<file path="src/ffrp_pkg.sv">
// ----------------------------------------------------------------------------
// ffrp_pkg
// Shared types and constants for the FASTA/FASTQ record parser.
// ----------------------------------------------------------------------------
package ffrp_pkg;

  // Width of the internal base and quality counters
  localparam int COUNT_BITS = 24;
  // Width of the reported base length
  localparam int LEN_BITS   = 24;

  // Output beat payload: value, is_fastq, base_length, length_mismatch, count_overflow
  localparam int PAYLOAD_BITS = 8 + 1 + LEN_BITS + 1 + 1;
  localparam int TDATA_BITS   = ((PAYLOAD_BITS + 7) / 8) * 8;
  localparam int KIND_BITS    = 3;

  // Characters that steer the parser
  localparam logic [7:0] CH_FASTA = 8'h3E;  // '>'
  localparam logic [7:0] CH_FASTQ = 8'h40;  // '@'
  localparam logic [7:0] CH_NL    = 8'h0A;  // '\n'
  localparam logic [7:0] CH_NUL   = 8'h00;

  typedef enum logic [2:0] {
    PH_IDLE     = 3'd0,
    PH_FA_HEAD  = 3'd1,
    PH_FA_BASES = 3'd2,
    PH_HALT     = 3'd3,
    PH_FQ_HEAD  = 3'd4,
    PH_FQ_BASES = 3'd5,
    PH_FQ_PLUS  = 3'd6,
    PH_FQ_QUAL  = 3'd7
  } phase_e;

  typedef enum logic [KIND_BITS-1:0] {
    KIND_HEAD  = 3'd0,
    KIND_BASE  = 3'd1,
    KIND_QUAL  = 3'd2,
    KIND_END   = 3'd3,
    KIND_ERROR = 3'd4
  } kind_e;

  typedef struct packed {
    kind_e                kind;
    logic [7:0]           value;
    logic                 is_fastq;
    logic [LEN_BITS-1:0]  base_length;
    logic                 length_mismatch;
    logic                 count_overflow;
  } result_t;

endpackage

</file>
<file path="src/ffrp_core.sv">
// ----------------------------------------------------------------------------
// ffrp_core
// Record state machine: takes one byte per beat, updates the record state
// and forms at most one tagged result for the same beat.
// ----------------------------------------------------------------------------
module ffrp_core import ffrp_pkg::*; (
  input  logic       clk_i,
  input  logic       rst_ni,
  input  logic       fire_i,     // input beat accepted this cycle
  input  logic [7:0] data_i,
  input  logic       eoi_i,
  output logic       res_vld_o,  // a result belongs to this beat
  output result_t    res_o
);

  localparam int WideBits = (COUNT_BITS > LEN_BITS) ? COUNT_BITS : LEN_BITS;
  localparam logic [LEN_BITS-1:0]   LenMax = '1;
  localparam logic [COUNT_BITS-1:0] CntMax = '1;

  phase_e                phase_q, phase_d;
  logic                  fastq_q, fastq_d;
  logic [COUNT_BITS-1:0] base_cnt_q, base_cnt_d;
  logic [COUNT_BITS-1:0] qual_cnt_q, qual_cnt_d;
  logic                  ovf_q, ovf_d;

  logic                  is_end;
  logic                  is_nl;
  logic [WideBits-1:0]   base_wide;
  logic                  len_sat;

  assign is_end    = eoi_i || (data_i == CH_NUL);
  assign is_nl     = (data_i == CH_NL);
  assign base_wide = WideBits'(base_cnt_q);
  assign len_sat   = base_wide > WideBits'(LenMax);

  // Next record state
  always_comb begin
    phase_d    = phase_q;
    fastq_d    = fastq_q;
    base_cnt_d = base_cnt_q;
    qual_cnt_d = qual_cnt_q;
    ovf_d      = ovf_q;
    if (is_end) begin
      phase_d = PH_IDLE;
    end else begin
      case (phase_q)
        PH_IDLE: begin
          if (data_i == CH_FASTA || data_i == CH_FASTQ) begin
            fastq_d    = (data_i == CH_FASTQ);
            base_cnt_d = '0;
            qual_cnt_d = '0;
            ovf_d      = 1'b0;
            phase_d    = (data_i == CH_FASTQ) ? PH_FQ_HEAD : PH_FA_HEAD;
          end else if (!is_nl) begin
            fastq_d = 1'b0;
            phase_d = PH_HALT;
          end
        end
        PH_FA_HEAD: begin
          if (is_nl) phase_d = PH_FA_BASES;
        end
        PH_FA_BASES: begin
          if (data_i == CH_FASTA) begin
            // next record starts on the same beat
            fastq_d    = 1'b0;
            base_cnt_d = '0;
            qual_cnt_d = '0;
            ovf_d      = 1'b0;
            phase_d    = PH_FA_HEAD;
          end else if (!is_nl) begin
            if (base_cnt_q == CntMax) ovf_d = 1'b1;
            else base_cnt_d = base_cnt_q + 1'b1;
          end
        end
        PH_HALT: begin
          phase_d = PH_HALT;
        end
        PH_FQ_HEAD: begin
          if (is_nl) phase_d = PH_FQ_BASES;
        end
        PH_FQ_BASES: begin
          if (is_nl) begin
            phase_d = PH_FQ_PLUS;
          end else if (base_cnt_q == CntMax) begin
            ovf_d = 1'b1;
          end else begin
            base_cnt_d = base_cnt_q + 1'b1;
          end
        end
        PH_FQ_PLUS: begin
          if (is_nl) phase_d = PH_FQ_QUAL;
        end
        PH_FQ_QUAL: begin
          if (is_nl) begin
            phase_d = PH_IDLE;
          end else if (qual_cnt_q == CntMax) begin
            ovf_d = 1'b1;
          end else begin
            qual_cnt_d = qual_cnt_q + 1'b1;
          end
        end
        default: phase_d = PH_IDLE;
      endcase
    end
  end

  // Result for this beat
  always_comb begin
    res_vld_o             = 1'b0;
    res_o.kind            = KIND_HEAD;
    res_o.value           = data_i;
    res_o.is_fastq        = fastq_q;
    res_o.base_length     = '0;
    res_o.length_mismatch = 1'b0;
    res_o.count_overflow  = 1'b0;
    if (is_end) begin
      res_vld_o = (phase_q != PH_IDLE) && (phase_q != PH_HALT);
      res_o.kind = KIND_END;
    end else begin
      case (phase_q)
        PH_IDLE: begin
          res_vld_o  = !is_nl && (data_i != CH_FASTA) && (data_i != CH_FASTQ);
          res_o.kind = KIND_ERROR;
        end
        PH_FA_HEAD, PH_FQ_HEAD: begin
          res_vld_o  = !is_nl;
          res_o.kind = KIND_HEAD;
        end
        PH_FA_BASES: begin
          res_vld_o  = !is_nl;
          res_o.kind = (data_i == CH_FASTA) ? KIND_END : KIND_BASE;
        end
        PH_FQ_BASES: begin
          res_vld_o  = !is_nl;
          res_o.kind = KIND_BASE;
        end
        PH_FQ_QUAL: begin
          res_vld_o  = 1'b1;
          res_o.kind = is_nl ? KIND_END : KIND_QUAL;
        end
        default: res_vld_o = 1'b0;
      endcase
    end
    // record end carries the summary, error carries nothing
    if (res_o.kind == KIND_END) begin
      res_o.value           = '0;
      res_o.base_length     = len_sat ? LenMax : base_wide[LEN_BITS-1:0];
      res_o.length_mismatch = fastq_q && (qual_cnt_q != base_cnt_q);
      res_o.count_overflow  = ovf_q || len_sat;
    end else if (res_o.kind == KIND_ERROR) begin
      res_o.value    = '0;
      res_o.is_fastq = 1'b0;
    end
    res_vld_o = res_vld_o && fire_i;
  end

  // State registers
  always_ff @(posedge clk_i or negedge rst_ni) begin
    if (!rst_ni) begin
      phase_q    <= PH_IDLE;
      fastq_q    <= 1'b0;
      base_cnt_q <= '0;
      qual_cnt_q <= '0;
      ovf_q      <= 1'b0;
    end else if (fire_i) begin
      phase_q    <= phase_d;
      fastq_q    <= fastq_d;
      base_cnt_q <= base_cnt_d;
      qual_cnt_q <= qual_cnt_d;
      ovf_q      <= ovf_d;
    end
  end

`ifndef SYNTH
  // FASTA phases never run with the FASTQ flag set
  a_fa_mode: assert property (@(posedge clk_i) disable iff (!rst_ni)
    (phase_q == PH_FA_HEAD || phase_q == PH_FA_BASES) |-> !fastq_q)
    else $error("FASTA phase with FASTQ mode set");

  // FASTQ phases always run with the FASTQ flag set
  a_fq_mode: assert property (@(posedge clk_i) disable iff (!rst_ni)
    (phase_q == PH_FQ_HEAD || phase_q == PH_FQ_BASES ||
     phase_q == PH_FQ_PLUS || phase_q == PH_FQ_QUAL) |-> fastq_q)
    else $error("FASTQ phase without FASTQ mode");

  // A format error only comes from the idle phase and leads to halt
  a_err_halt: assert property (@(posedge clk_i) disable iff (!rst_ni)
    (res_vld_o && res_o.kind == KIND_ERROR) |=> (phase_q == PH_HALT))
    else $error("format error without halt");
`endif

endmodule

</file>
<file path="src/ffrp_skid.sv">
// ----------------------------------------------------------------------------
// ffrp_skid
// Two-entry output buffer: a result register plus a skid register, so the
// input side keeps taking beats while a result waits downstream.
// ----------------------------------------------------------------------------
module ffrp_skid import ffrp_pkg::*; (
  input  logic    clk_i,
  input  logic    rst_ni,
  input  logic    push_i,   // a result enters this cycle
  input  result_t push_data_i,
  output logic    ready_o,  // room for the next beat
  output logic    out_vld_o,
  input  logic    out_rdy_i,
  output result_t out_data_o
);

  logic    out_vld_q, skid_vld_q;
  result_t out_q, skid_q;
  logic    out_take;

  assign out_take   = out_vld_q && out_rdy_i;
  assign ready_o    = !skid_vld_q;
  assign out_vld_o  = out_vld_q;
  assign out_data_o = out_q;

  // Valid flags
  always_ff @(posedge clk_i or negedge rst_ni) begin
    if (!rst_ni) begin
      out_vld_q  <= 1'b0;
      skid_vld_q <= 1'b0;
    end else if (skid_vld_q) begin
      if (out_take) skid_vld_q <= 1'b0;
    end else if (push_i) begin
      if (!out_vld_q || out_take) out_vld_q <= 1'b1;
      else skid_vld_q <= 1'b1;
    end else if (out_take) begin
      out_vld_q <= 1'b0;
    end
  end

  // Payload
  always_ff @(posedge clk_i) begin
    if (skid_vld_q) begin
      if (out_take) out_q <= skid_q;
    end else if (push_i) begin
      if (!out_vld_q || out_take) out_q <= push_data_i;
      else skid_q <= push_data_i;
    end
  end

`ifndef SYNTH
  // The skid entry is never filled ahead of the result register
  a_skid_order: assert property (@(posedge clk_i) disable iff (!rst_ni)
    skid_vld_q |-> out_vld_q)
    else $error("skid entry valid with empty result register");

  // A held skid entry stays until the result register drains
  a_skid_hold: assert property (@(posedge clk_i) disable iff (!rst_ni)
    (skid_vld_q && !out_rdy_i) |=> skid_vld_q)
    else $error("skid entry lost during stall");

  // A stalled output beat keeps its valid and its payload
  a_out_hold: assert property (@(posedge clk_i) disable iff (!rst_ni)
    (out_vld_q && !out_rdy_i) |=> (out_vld_q && $stable(out_q)))
    else $error("output beat changed during stall");
`endif

endmodule

</file>
<file path="src/fasta_fastq_record_parser.sv">
// ----------------------------------------------------------------------------
// fasta_fastq_record_parser
// Splits a text byte stream into FASTA or FASTQ record beats.
// ----------------------------------------------------------------------------
// Input channel (s_axis): one text byte per beat in tdata; tlast marks the
// end of input, and a zero byte counts as end of input as well.
// Output channel (m_axis): tuser gives the kind (header byte, base, quality,
// record end, format error); tdata carries the byte, the record format and,
// on a record end, saturated base length, length mismatch and overflow.
// Newlines, record-start markers and the FASTQ plus line give no beat of
// their own; a '>' after FASTA bases and the newline closing a quality line
// carry the record end of the record they close.
// Throughput: one input byte per cycle while the skid register is empty; the
// next record state is combinational, so no byte waits on the one before it.
// A result reaches m_axis from the result register, via the skid register if full.
// Stall: results queue in a result register and a skid register; tready
// drops only while both hold a beat, and nothing is lost or repeated.
// Reset: the parser waits for a record start, counters clear and the output
// buffer empties. After a format error, bytes are dropped until end of input.
// ----------------------------------------------------------------------------
module fasta_fastq_record_parser import ffrp_pkg::*; (
  input  logic                  clk_i,
  input  logic                  rst_ni,
  // input stream
  input  logic                  s_axis_tvalid,
  output logic                  s_axis_tready,
  input  logic [7:0]            s_axis_tdata,   // [7:0] data
  input  logic                  s_axis_tlast,   // end_of_input
  // output stream
  output logic                  m_axis_tvalid,
  input  logic                  m_axis_tready,
  output logic [TDATA_BITS-1:0] m_axis_tdata,   // value, is_fastq, base_length,
                                                // length_mismatch, count_overflow, pad
  output logic [KIND_BITS-1:0]  m_axis_tuser    // kind
);

  logic    fire;
  logic    res_vld;
  result_t res;
  result_t out;

  assign fire = s_axis_tvalid && s_axis_tready;

  // Record state and per-beat result
  ffrp_core u_core (
    .clk_i     (clk_i),
    .rst_ni    (rst_ni),
    .fire_i    (fire),
    .data_i    (s_axis_tdata),
    .eoi_i     (s_axis_tlast),
    .res_vld_o (res_vld),
    .res_o     (res)
  );

  // Output buffering
  ffrp_skid u_skid (
    .clk_i       (clk_i),
    .rst_ni      (rst_ni),
    .push_i      (res_vld),
    .push_data_i (res),
    .ready_o     (s_axis_tready),
    .out_vld_o   (m_axis_tvalid),
    .out_rdy_i   (m_axis_tready),
    .out_data_o  (out)
  );

  // Pack the output beat, first field lowest
  assign m_axis_tdata = {{(TDATA_BITS - PAYLOAD_BITS){1'b0}},
                         out.count_overflow, out.length_mismatch,
                         out.base_length, out.is_fastq, out.value};
  assign m_axis_tuser = out.kind;

endmodule
</file>
<file path="config.mk">
export PLATFORM = sky130hd
export DESIGN_NAME = fasta_fastq_record_parser
export DESIGN_NICKNAME = d
export VERILOG_FILES = /design/src/ffrp_pkg.sv /design/src/ffrp_core.sv /design/src/ffrp_skid.sv /design/src/fasta_fastq_record_parser.sv
export SDC_FILE = /design/constraint.sdc
export NUM_CORES = 1
export LEC_CHECK = 0
export BUFFER_PORTS_ARGS = -buffer_cell sky130_fd_sc_hd__buf_2
export CAP_MARGIN = 15
export CORE_AREA = 2 2 110 112
export CTS_BUF_LIST = sky130_fd_sc_hd__clkbuf_16
export DETAILED_ROUTE_END_ITERATION = 16
export DIE_AREA = 0 0 112 114
export GPL_TIMING_DRIVEN = 1
export PLACE_DENSITY_LB_ADDON = 0.25
export SETUP_SLACK_MARGIN = 0.4
export SYNTH_ARGS = -nofsm -noshare
export SYNTH_HDL_FRONTEND = slang
export SYNTH_SLANG_ARGS = --single-unit
export TNS_END_PERCENT = 100
</file>
<file path="constraint.sdc">
create_clock -name clk_i -period 11.72 [get_ports clk_i]
set_input_delay 2.344 -clock clk_i [delete_from_list [all_inputs] [get_ports clk_i]]
set_output_delay 2.344 -clock clk_i [all_outputs]
set_load 0.1 [all_outputs]
</file>
## Word level (Yosys, flattened, before mapping)

Cells that the tools add are included.

| word-level totals | value |
|---|---|
| input bits | 13 |
| word-level logic and storage cells | 144 |
| flip-flop bits (word level) | 131 |
| ROM bits | 0 |
| output and inout bits | 45 |
| memory bits (writable) | 0 |
| latch bits | 0 |
| memories | 0 |

| cells by class | value |
|---|---|
| reductions and logical operators | 33 |
| multiply operators | 0 |
| order comparisons | 1 |
| bitwise logic cells | 3 |
| shifts and indexed selects | 0 |
| equal/unequal tests | 33 |
| add/sub/neg operators | 2 |
| div/mod/pow operators | 0 |
| multiplexer cells | 53 |

Operators with widths:

| operator | count |
|---|---|
| $mux W24 | 8 |
| $mux W38 | 4 |
| $pmux W24 S3 | 2 |
| $add A24 B1 Y24 const B | 2 |
| $eq A24 B24 Y1 const B | 2 |
| $mux W3 | 11 |
| $mux W26 | 1 |
| $gt A24 B24 Y1 const B | 1 |
| $ne A24 B24 Y1 | 1 |
| $pmux W3 S8 | 1 |
| $mux W1 | 19 |
| $ne A3 B1 Y1 const B | 6 |
| $eq A3 B3 Y1 const B | 5 |
| $pmux W3 S4 | 1 |
| $eq A3 B2 Y1 const B | 3 |
| $mux W9 | 1 |
| $reduce_and A3 Y1 | 3 |
| $reduce_bool A3 Y1 | 3 |
| $eq A8 B4 Y1 const B | 1 |
| $eq A8 B6 Y1 const B | 1 |
| $eq A8 B7 Y1 const B | 1 |
| $logic_not A8 Y1 | 1 |
| $mux W8 | 1 |
| $ne A2 B1 Y1 const B | 4 |
| other kinds (24) | 42 |

## Logic depth before layout (Yosys ltp)

Gate-level depths: netlist of the first run.

| logic depth | value |
|---|---|
| word-level depth | 10 |
| depth in mapped cells | 10 |
| depth with buffers taken out | 7 |

## Hierarchy

Synthesis of the first run repeated with hierarchy kept, for this count alone.

| unflattened totals | value |
|---|---|
| cell total of the unflattened synthesis | 626 |
| area, all modules | 7175.6 um^2 |

By module, submodules not included:

| module | seq. area each (um^2) | cells each | times used | area each (um^2) |
|---|---|---|---|---|
| ffrp_core | 1326.3 | 489 | 1 | 4091.4 |
| ffrp_skid | 2332.2 | 130 | 1 | 3036.7 |
| fasta_fastq_record_parser | 0.0 | 7 | 1 | 47.5 |

## Worst setup path after synthesis of the first run

Ideal clock, no wire load.

| timing | value |
|---|---|
| path kind | input to register |
| from | input s_axis_tdata[4] |
| to | register u_skid.out_q, in the netlist u_skid.out_data_o[0], enable pin |
| required time | 11.274 ns |
| buffers on the path | 1 |
| library setup time | 0.446 ns |
| cell stages on the path | 7 |
| slack | 5.886 ns |
| arrival time | 5.388 ns |
| cells stage by stage | clkbuf_1 -> nor3_1 -> a31oi_1 -> nand4_1 -> nand4_1 -> nand2_1 -> a21oi_1 |

| between the ends | value |
|---|---|
| word-level cells in the longest chain between the ends | 9 |
| elaborated cells on any way between the ends | 13 |
| those cells by class | eq/ne (3); mux (2); reduce/logical (8) |

RTL lines:

| item | line | text |
|---|---|---|
| start: declaration | fasta_fastq_record_parser.sv:27 | `input logic [7:0] s_axis_tdata,` |
| $eq A8 B4 Y1 | ffrp_core.sv:32 | `assign is_nl = (data_i == CH_NL);` |
| $logic_not A1 Y1 | -- |  |
| $logic_and A1 B1 Y1 (2 in series) | ffrp_core.sv:122 | `res_vld_o = !is_nl && (data_i != CH_FASTA) && (data_i != CH_FASTQ);` |
| $pmux W1 S3 | ffrp_core.sv:120 | `case (phase_q)` |
| $mux W1 (*) | ffrp_core.sv:116 | `if (is_end) begin` |
| $logic_and A1 B1 Y1 (*) | ffrp_core.sv:154 | `res_vld_o = res_vld_o && fire_i;` |
| $reduce_bool A2 Y1 (no source line) (*) | -- |  |
| $reduce_and A3 Y1 (no source line) (*) | -- |  |
| end signal: assignment | ffrp_skid.sv:44 | `if (out_take) out_q <= skid_q;` |
| end signal: assignment | ffrp_skid.sv:46 | `if (!out_vld_q \|\| out_take) out_q <= push_data_i;` |
| end: declaration | ffrp_skid.sv:18 | `result_t out_q, skid_q;` |

Every way passes the cells marked *; elsewhere a longest branch is shown, timed or not.
A chain may end at the register's enable or synchronous reset.

## Worst setup path in the final report of the first run

| timing | value |
|---|---|
| from | input s_axis_tdata[2] |
| to | register u_core.base_cnt_q[7] |

| between the ends | value |
|---|---|
| word-level cells in the longest chain between the ends | 4 |
| elaborated cells on any way between the ends | 12 |
| those cells by class | eq/ne (4); mux (3); bitwise (1); reduce/logical (4) |

RTL lines:

| item | line | text |
|---|---|---|
| $eq A8 B4 Y1 (tied with other cells) | ffrp_core.sv:32 |  |
| $mux W24 (tied with other cells) | -- |  |
| $mux W24 (tied with other cells) | ffrp_core.sv:63 | `if (data_i == CH_FASTA) begin` |
| $pmux W24 S3 / $reduce_and A4 Y1 (equally long branches) | -- |  |
| end signal: assignment | ffrp_core.sv:168 | `base_cnt_q <= base_cnt_d;` |
| end: declaration | ffrp_core.sv:22 | `logic [COUNT_BITS-1:0] base_cnt_q, base_cnt_d;` |

Several ways; a longest one is shown, not always the timed one.

==> results by group, run 1 <==
Run status
  • Run status: complete, no violations

Clocking
  • Clock transition at path regs: 0.06 ns
  • Total CTS buffers: 17
  • Htree depth: 4
  • CTS max path bufs: 2
  • Worst-skew pair later-pin latency: about 0.42 ns
  • CTS Root Cell: clkbuf_16
  • Clk sinks: 131
  • CTS tree: done
  • Setup bufs post-CTS: 0
  • # resized after CTS: 0
  • # hold bufs at CTS: 0

Yosys
  • Post-synth top area cell: edfxtp_1
  • Synth Area in Compound Gates: 0.0943
  • Most frequent cell after synthesis: edfxtp_1
  • Synthesized area: 6770 sq um
  • Register area share after synthesis: 0.541
  • Share of the synthesized area in the top cell type: 0.337
  • Cells after Synth: 601
  • Adder-Cell Fraction of Synth Area: 0.00370
  • Yosys reg bits: 131
  • Yosys warnings: 0
  • Distinct cells, synth: 63
  • Post-synthesis mux area share: 0.0664
  • Largest family of logic cells by synthesized area: simple AND/OR/NAND/NOR gates
  • Commonest cells post-synth: edfxtp_1, dfrtp_1, mux2_2
  • FFs w/ async S/R, synth: 0.420
  • Synth Flop Type: edfxtp_1
  • Top post-synthesis cells by area: edfxtp_1, dfrtp_1, mux2_2, xor2_1, and2_1
  • Simple logic cell fraction of the synthesized area: 0.205
  • Avg Cell Area, Syn: roughly 11 sq um
  • Number of flops mapped to enable cells by yosys: between 70 and 80
  • Xor/xnor share of the synthesized area: 0.0608

Worst hold path
  • Endpoint, Worst Hold: u_skid.skid_vld_q
  • Worst min path class: flop to flop
  • Hold Path Origin: u_skid.out_vld_o
  • Hold-critical path depth: 1

Pwr
  • Total power: 2000 uW
  • Sw Share: 0.428
  • Internal power: ~1100 uW
  • NetSw: roughly 860 uW
  • Max VDD drop: 0.000230 V
  • Clk pwr share: 0.297
  • Comb pwr share: 0.378
  • Pwr dens: around 260 nW/um^2
  • Leakage: 0.00321 uW
  • Reg power frac: 0.324

Placed design
  • Post-DP HPWL: about 10 mm
  • DP Area: roughly 7100 sq um
  • I/O Buffers: 52
  • Placer congestion estimate: 1.00

Setup path
  • Path depth of the worst reg2reg path: 6
  • Worst setup SP type: input pin
  • Data arrival time of the critical path: slightly below 5 ns
  • Reg2reg end: u_core.base_cnt_q[7]
  • Crit Path Max Fanout: 18
  • Setup CP Type: input pin to flop
  • Worst EP required: approximately 12 ns
  • Flop-to-flop setup slack: 8.68 ns
  • Nature of the critical path endpoint: flop
  • R2r startpoint: u_skid.skid_vld_q

Layout
  • Number of nets in the layout: approximately 670
  • Fin util: 0.667
  • Share of cells above drive strength 1: 0.209
  • Final instance area: approximately 7800 sq um
  • ANT cells: 0
  • Area grow syn2layout: 15.5%

Global routing
  • Largest net degree at the start of global routing: between 50 and 60
  • Remaining Overflow, GRT: 0
  • Vias in the first global route: 4,923
  • First-pass GRT wire length: between 20 and 30 mm
  • Initial antenna violation count: 0
  • Gr usage total: 0.256

Routing
  • DRC: 0
  • Via count: approximately 5,000
  • Wirelength per Cell: roughly 19 um
  • Drt via density: 6.15
  • Final Routed Wirelength: between 15 and 20 mm
  • ANT nets after route: 0
  • Pre-Repair DR Iteration Count: 9
  • DR iter-0 viols: about 380

Timing
  • Post-route clock period utilization: 0.392
  • Final hold violations: 0
  • RSZ-0062 raised after global routing: no
  • Skew final: 0.0114 ns
  • Worst-Margin Slew: 0.818 ns
  • Total negative setup slack: 0 ns
  • Max-slew headroom: 0.450
  • Setup-failing EPs final: 0
  • Fmax: about 220 MHz
  • Fin crit period: around 4.6 ns
  • Count of pins over their slew limit: 0

Die
  • Full die area: between 10,000 and 15,000 sq um
  • Die Height: between 100 and 150 um
  • Num ports: 58
  • Core area: about 12,000 sq um
  • Starting Density: 0.578
  • Row count: 40
  • Die X-Extent: between 100 and 150 um

Flow run
  • Max_cap viols: 0
[cells in the final DEF, fill, tap and decap left out, types with 3 or more instances in the layout]
master | netlist | routed
edfxtp_1 | 76 | 76
or3_1 | 14 | 14
nand2_1 | 35 | 35
a31oi_1 | 4 | 4
or4_1 | 10 | 10
o211ai_1 | 4 | 4
xor2_1 | 27 | 27
a211oi_1 | 3 | 3
xnor2_1 | 20 | 20
a21oi_1 | 28 | 27
nor2_1 | 38 | 38
inv_1 | 13 | 14
dfrtp_1 | 55 | 55
nor4_1 | 12 | 12
nor2b_1 | 4 | 4
nand3_1 | 25 | 25
clkinv_4 | 0 | 4
clkbuf_16 | 0 | 17
and3_1 | 9 | 9
nand4b_1 | 3 | 3
nand2b_1 | 3 | 3
and4_1 | 8 | 8
nor3_1 | 8 | 8
mux2_2 | 39 | 39
buf_4 | 6 | 5
bufinv_16 | 0 | 6
buf_2 | 7 | 52
o21ai_0 | 27 | 27
nand4_1 | 26 | 26
conb_1 | 1 | 5
and2_1 | 37 | 37
[per-layer routing]
metal / global-route usage / share of wire / wire [um] / vias to the layer above
met2: 0.389 / 0.46 / 7140 / 177
met5: 0 / 0 / 0 / -
met4: 0.109 / 0.025 / 379 / 0
met1: 0.354 / 0.46 / 7090 / 2431
met3: 0.0638 / 0.055 / 848 / 31
li1: - / - / - / 2351
[worst max-delay path by stage]
stage / from / end / slack, ns / depth (start not counted)
final: s_axis_tdata[2] / u_core.base_cnt_q[7] / 7.12 / 7
after global routing: s_axis_tdata[2] / u_core.base_cnt_q[7] / 6.98 / 7
after CTS: s_axis_tdata[2] / u_skid.out_data_o[10] / 7.09 / 7
after detailed placement: s_axis_tdata[2] / u_skid.out_data_o[10] / 6.66 / 7
after global placement: s_axis_tdata[2] / u_skid.out_data_o[11] / 6.79 / 7
after floorplan: s_axis_tdata[4] / u_skid.out_data_o[0] / 5.89 / 7
[flip-flops by register name (all words and copies together), names as in the netlist]
register,count
u_core.base_cnt_q,24
u_core.fastq_q,1
u_core.ovf_q,1
u_core.phase_q,3
u_core.qual_cnt_q,24
u_skid.out_data_o,38
u_skid.out_vld_o,1
u_skid.skid_q,38
u_skid.skid_vld_q,1
[area by class of cell]
type                       instances  area, sq um
fill                             902         3900
multi-input combinational        431         2940
tap                              147          184
sequential                       131         3660
inverter                          13         48.8
timing repair buffer              58          318
clock inverter                    14          236
clock buffer                      17          425
[cell families (layout without fill, tap and decap cells)]
kind of cell | Yosys count | after routing
AOI/OAI and AO/OA | 95 | 95
xor gates and xnor gates | 47 | 47
adders and majority gates | 2 | 2
buffers and inverters | 43 | 102
DFF | 131 | 131
muxes | 40 | 40
other | 1 | 5
and+or+nand+nor | 242 | 242
[critical path: stages]
cell	delay, ns
buf_2	0.15
or4_4	0.54
o31ai_2	0.44
o211a_1	0.56
nand3_1	0.33
or3_1	0.39
a21oi_1	0.17
[metrics by stage]
step                      hold slack, ns  cells  setup WS [ns]
after floorplan                    0.494    605           5.89
after global placement             0.504    779           6.79
after detailed placement           0.530    779           6.66
after CTS                          0.536    810           7.09
after global routing               0.554    811           6.98
final                              0.535    811           7.12
[power by group through the flow]
stage / combinational [uW] / clock (uW) / sequential (uW)
6_report: 757 / 595 / 649
5_1_grt: 789 / 622 / 660
4_1_cts: 748 / 600 / 651
3_5_place_dp: 743 / 0 / 659
3_3_place_gp: 736 / 0 / 654
2_1_floorplan: 244 / 0 / 1030
(Power assumes the default switching activity.)
==> run 2: changes to the inputs <==
- CORE_AREA: 2 2 110 112 -> 2 2 115 117
- DIE_AREA: 0 0 112 114 -> 0 0 117 119
- clock period: 11.72 -> 3.9 ns (I/O delays scaled with it)
==> run 2 against run 1 <==
  * Wire length fell by 1.8%
  * Power grew to 2.8 times the previous value
  * Clock power grew to 2.5 times the previous value
  * Critical path type unchanged
  * Die area increased by 9.0%
  * Global-route usage down 2.2 points
  * First-iteration DRC count increased by 1.8%
  * Non-clock buffer count up 1
  * Worst setup slack worse by 6.2 ns
  * Sequential share of layout area increased by 0.48 points
==> results by group, run 2 (synthesis results as in run 1) <==
Placed design
  • I/O Buffers: between 50 and 60
  • Placement Setup Slack: 0.595 ns
  • Post-DP HPWL: roughly 11 mm
  • Placer congestion estimate: ~0.94

Timing
  • Fmax: roughly 340 MHz
  • RSZ-0062 raised after global routing: no
  • Final setup margin: approximately 0.92 ns
  • Setup-failing EPs final: 0
  • Final hold violations: 0
  • Count of pins over their slew limit: 0
  • Fin crit period: 2.98 ns
  • Worst-Margin Slew: 0.849 ns
  • Post-route clock period utilization: 0.763
  • Total negative setup slack: 0 ns
  • Max-slew headroom: 0.430
  • Skew final: between 0.007 and 0.008 ns
  • Hold_ws: between 0.4 and 0.5 ns

Global routing
  • Initial antenna violation count: 0
  • Remaining Overflow, GRT: 0
  • Gr usage total: 0.234
  • Largest net degree at the start of global routing: just over 40
  • First-pass GRT wire length: roughly 25 mm
  • Vias in the first global route: around 4,900

Pwr
  • Pwr dens: 733 nW/um^2
  • Max VDD drop: approximately 0.00032 V
  • Leakage: ~0.0032 uW

Clocking
  • Setup bufs post-CTS: 0
  • Worst-skew pair later-pin latency: between 0.4 and 0.5 ns
  • Htree depth: 4
  • CTS tree: done
  • CTS Root Cell: clkbuf_16
  • # hold bufs at CTS: 0
  • Clk sinks: 131
  • Clock transition at path regs: roughly 0.06 ns
  • CTS max path bufs: 2
  • # resized after CTS: 0
  • Total CTS buffers: 17

Die
  • Core area: 12,900 sq um
  • Row count: 42
  • Die Height: about 120 um
  • Num ports: 58
  • Starting Density: 0.526
  • Die X-Extent: 117 um
  • Full die area: around 14,000 sq um

Routing
  • Pre-Repair DR Iteration Count: 5
  • Via count: 5,013
  • DR iter-0 viols: roughly 390
  • Final Routed Wirelength: ~15 mm
  • Drt via density: 5.95
  • Wirelength per Cell: around 18 um
  • ANT nets after route: 0
  • DRC: 0

Layout
  • Number of nets in the layout: ~670
  • Fin util: 0.601
  • ANT cells: 0
  • Area grow syn2layout: 14.3%
  • Share of cells above drive strength 1: 0.204
  • Most common cell after layout, fill and taps aside: edfxtp_1
  • Commonest cells after routing, fill and taps aside: edfxtp_1, dfrtp_1, buf_2

Setup path
  • Slowest cell delay on critical path: approximately 0.57 ns
  • Most used cell, CP: nand2_1
  • Worst path cell trace: buf_2, or4_4, o31ai_2, o211a_1, nand2_1, or4_1, nand2_1
  • Nature of the critical path endpoint: flop
  • Crit Path Max Fanout: 18
  • Data arrival time of the critical path: 3.33 ns
  • Worst setup SP type: input pin
  • Worst EP required: between 4 and 5 ns
  • Setup CP Type: input pin to flop
  • Slowest CP cell: o211a_1

Worst hold path
  • Worst min path class: input pin to async pin

Run status
  • Run status: complete, no violations

Flow run
  • Max_cap viols: 0
-- run 2: changes by cell type in the layout (fill, tap and decap cells not counted) --
cell	delta
inv_6	-1
bufinv_16	-4
buf_12	-1
clkinv_1	+4
clkinv_2	+2
buf_4	+2
clkinvlp_4	+1
inv_1	+1
clkinv_4	-2
-- run 2: layout make-up --
cell class | count | area, sq um
clock buffers | 17 | 425
clock inverters | 15 | 126
fillers | 1045 | 5140
inverters | 13 | 48.8
multi-input cells | 431 | 2940
flip-flops and latches | 131 | 3660
well taps | 176 | 220
repair buffers | 59 | 313
-- run 2: worst max-delay path, delay by kind of cell --
| kind | cells | cell delay, ns |
|---|---|---|
| and+or+nand+nor | 4 | 1.36 |
| AOI/OAI and AO/OA | 2 | 1.02 |
| buffers and inverters | 1 | 0.15 |
-- run 2: worst paths after layout --
check / start / end / slack, ns / cells after the start
setup / recovery: s_axis_tdata[2] / u_core.base_cnt_q[5] / 0.92 / 7
hold / removal: rst_ni / u_skid.out_vld_o / 0.43 / 1
setup reg to reg: u_skid.skid_vld_q / u_core.base_cnt_q[5] / 0.95 / 6
hold reg to reg: u_skid.out_vld_o / u_skid.skid_vld_q / 0.54 / 1
max in group asynchronous: rst_ni / u_core.base_cnt_q[14] / 2.63 / 2
min in group clk_i: u_skid.out_vld_o / u_skid.skid_vld_q / 0.54 / 1
-- run 2: layer usage --
layer,global-route usage,vias up,part of all wire
met5,0,-,0
met4,0.0824,0,0.016
met3,0.0570,17,0.051
met2,0.342,157,0.46
met1,0.340,2484,0.47
li1,-,2355,-
-- run 2: where the power goes --
| group | internal (uW) | switching [uW] |
|---|---|---|
| Combinational | 424 | 1820 |
| Clock | 920 | 565 |
| Sequential | 1800 | 141 |
-- run 2: stage by stage --
stage          area [sq um]  cells  power (uW)
2_1_floorplan          6790    605        3840
3_3_place_gp           7180    810        4180
3_5_place_dp           7180    810        4200
4_1_cts                7730    842        5690
5_1_grt                7730    842        5910
6_report               7730    842        5670
==> run 3: changes to the inputs <==
- clock period: 3.9 -> 2.5 ns (I/O delays scaled with it)
==> run 3 against run 2 <==
  * Cell count rose by 13%
  * Hold slack worse by 0.38 ns
  * Critical path depth unchanged
  * Core utilization increased by 13 points
  * Clock power up 76%
  * Global-route usage rose by 3.5 points
  * Clock-buffer cell count stayed put
  * Wire length grew 30%
  * Register-to-register slack worse by 0.68 ns
  * Die area unchanged
  * Largest power group unchanged
==> results by group, run 3 (synthesis results as in run 1) <==
Setup path
  • Data arrival time of the critical path: around 2.5 ns
  • Nature of the critical path endpoint: flop
  • Worst setup SP type: flop
  • Setup CP Type: flop to flop
  • Worst EP required: approximately 2.8 ns
  • Crit Path Max Fanout: 7

Routing
  • DRC: 0
  • Final Routed Wirelength: 19.7 mm
  • DR iter-0 viols: 743
  • ANT nets after route: 0
  • Drt via density: just over 6
  • Wirelength per Cell: a little over 20 um
  • Pre-Repair DR Iteration Count: 5
  • Via count: just under 6,000

Layout
  • Fill count: between 800 and 900
  • Area grow syn2layout: 39.1%
  • Finished Layout Cells: between 900 and 1,000
  • Share of cells above drive strength 1: 0.421
  • Final instance area: around 9400 sq um
  • Number of nets in the layout: 776
  • Commonest cells after routing, fill and taps aside: buf_4, edfxtp_1, buf_2
  • Most common cell after layout, fill and taps aside: buf_4
  • ANT cells: 0

Global routing
  • Initial antenna violation count: 0
  • Remaining Overflow, GRT: 0
  • First-pass GRT wire length: approximately 28 mm
  • Gr usage total: 0.269
  • Largest net degree at the start of global routing: 56
  • Vias in the first global route: between 5,000 and 6,000

Clocking
  • Clk sinks: around 130
  • CTS Root Cell: clkbuf_16
  • # hold bufs at CTS: 0
  • CTS max path bufs: 2
  • Clock transition at path regs: about 0.060 ns
  • Total CTS buffers: 17
  • Worst-skew pair later-pin latency: roughly 0.42 ns
  • CTS tree: done
  • Htree depth: 4

Die
  • Core area: between 10,000 and 15,000 sq um
  • Die X-Extent: 117 um
  • Die Height: between 100 and 150 um
  • Full die area: approximately 14,000 sq um
  • Starting Density: 0.526
  • Row count: 42
  • Num ports: 58

Timing
  • Fin crit period: 2.23 ns
  • RSZ-0062 raised after global routing: yes
  • Max-slew headroom: 0.564
  • Setup-failing EPs final: 0
  • Skew final: between 0.009 and 0.01 ns
  • Final hold violations: 0
  • Count of pins over their slew limit: 0
  • Worst-Margin Slew: 0.653 ns
  • Fmax: around 450 MHz
  • Post-route clock period utilization: 0.893

Placed design
  • I/O Buffers: 52
  • Placer congestion estimate: between 0.9 and 1
  • DP Area: between 7000 and 8000 sq um
  • Post-DP HPWL: approximately 11 mm
  • Cells after DPL: between 800 and 900

Pwr
  • Reg power frac: 0.285
  • Sw Share: 0.428
  • Pwr dens: approximately 1100 nW/um^2
  • Comb pwr share: 0.467
  • Clk pwr share: 0.248
  • Internal power: slightly above 6000 uW
  • NetSw: about 4500 uW
  • Max VDD drop: between 0.0005 and 0.0006 V
  • Leakage: ~0.0039 uW

Worst hold path
  • Worst min path class: input pin to async pin

Run status
  • Run status: complete, no violations

Flow run
  • Max_cap viols: 0
run 3: path summary, 6_finish.rpt:
check	depth (start not counted)	startpoint	to	slack (ns)
max	7	u_core.phase_q[2]	u_skid.out_data_o[25]	0.27
min	2	rst_ni	u_skid.out_vld_o	0.05
max reg2reg	7	u_core.phase_q[2]	u_skid.out_data_o[25]	0.27
min reg2reg	1	u_skid.skid_q[10]	u_skid.out_data_o[10]	0.55
max in group asynchronous	2	rst_ni	u_core.base_cnt_q[22]	2.14
min in group clk_i	2	m_axis_tready	u_skid.skid_vld_q	0.28
run 3: metrics by stage:
stage | total power (uW) | hold slack, ns | setup WS (ns) | utilization | setup TNS (ns)
after floorplan | 6090 | 0.204 | -0.0455 | - | -1.73
after global placement | 6870 | 0.514 | -0.0759 | 0.612 | -0.186
after detailed placement | 6930 | 0.525 | -0.0627 | 0.612 | -1.81
after CTS | 9940 | 0.0713 | 0.331 | 0.685 | 0
after global routing | 10900 | 0.0834 | 0.221 | 0.731 | 0
final | 10600 | 0.0525 | 0.268 | 0.731 | 0
run 3: layout make-up:
cell class	count	area (sq um)	area share
well taps	176	220	0.0234
clock buffers	17	425	0.0452
clock inverters	15	190	0.0202
inverters	13	52.6	0.00558
repair buffers	164	1460	0.155
flip-flops and latches	131	3670	0.390
multi-input cells	434	3390	0.360
run 3: critical path, cell delays in order, from the launching register on:
cell and delay [ns]:
dfrtp_2 0.46, nand2_2 0.11, or4_4 0.42, a2111o_1 0.44
nand2_4 0.18, clkbuf_16 0.18, and2_4 0.15, mux2_4 0.15
run 3: routing by layer:
layer	global-route usage	share of wire	routed length, um
met2	0.416	0.49	9600
met3	0.0677	0.075	1490
met5	0	0	0
met1	0.362	0.41	8040
met4	0.110	0.029	579
run 3: power by group through the flow:
stage | combinational [uW] | sequential (uW) | clock, uW
final | 4930 | 3010 | 2620
after global routing | 5130 | 3050 | 2720
after CTS | 4340 | 2980 | 2620
after detailed placement | 3890 | 3040 | 0
after global placement | 3850 | 3020 | 0
after floorplan | 1250 | 4830 | 0
run 3: repair_timing:
item	4_1_cts	5_1_grt
setup buffers	20	21
gates cloned	4	9
pin swaps	5	15
endpoints found under the setup margin	149	168
endpoints found under the hold margin	0	0
resized for setup	24	68
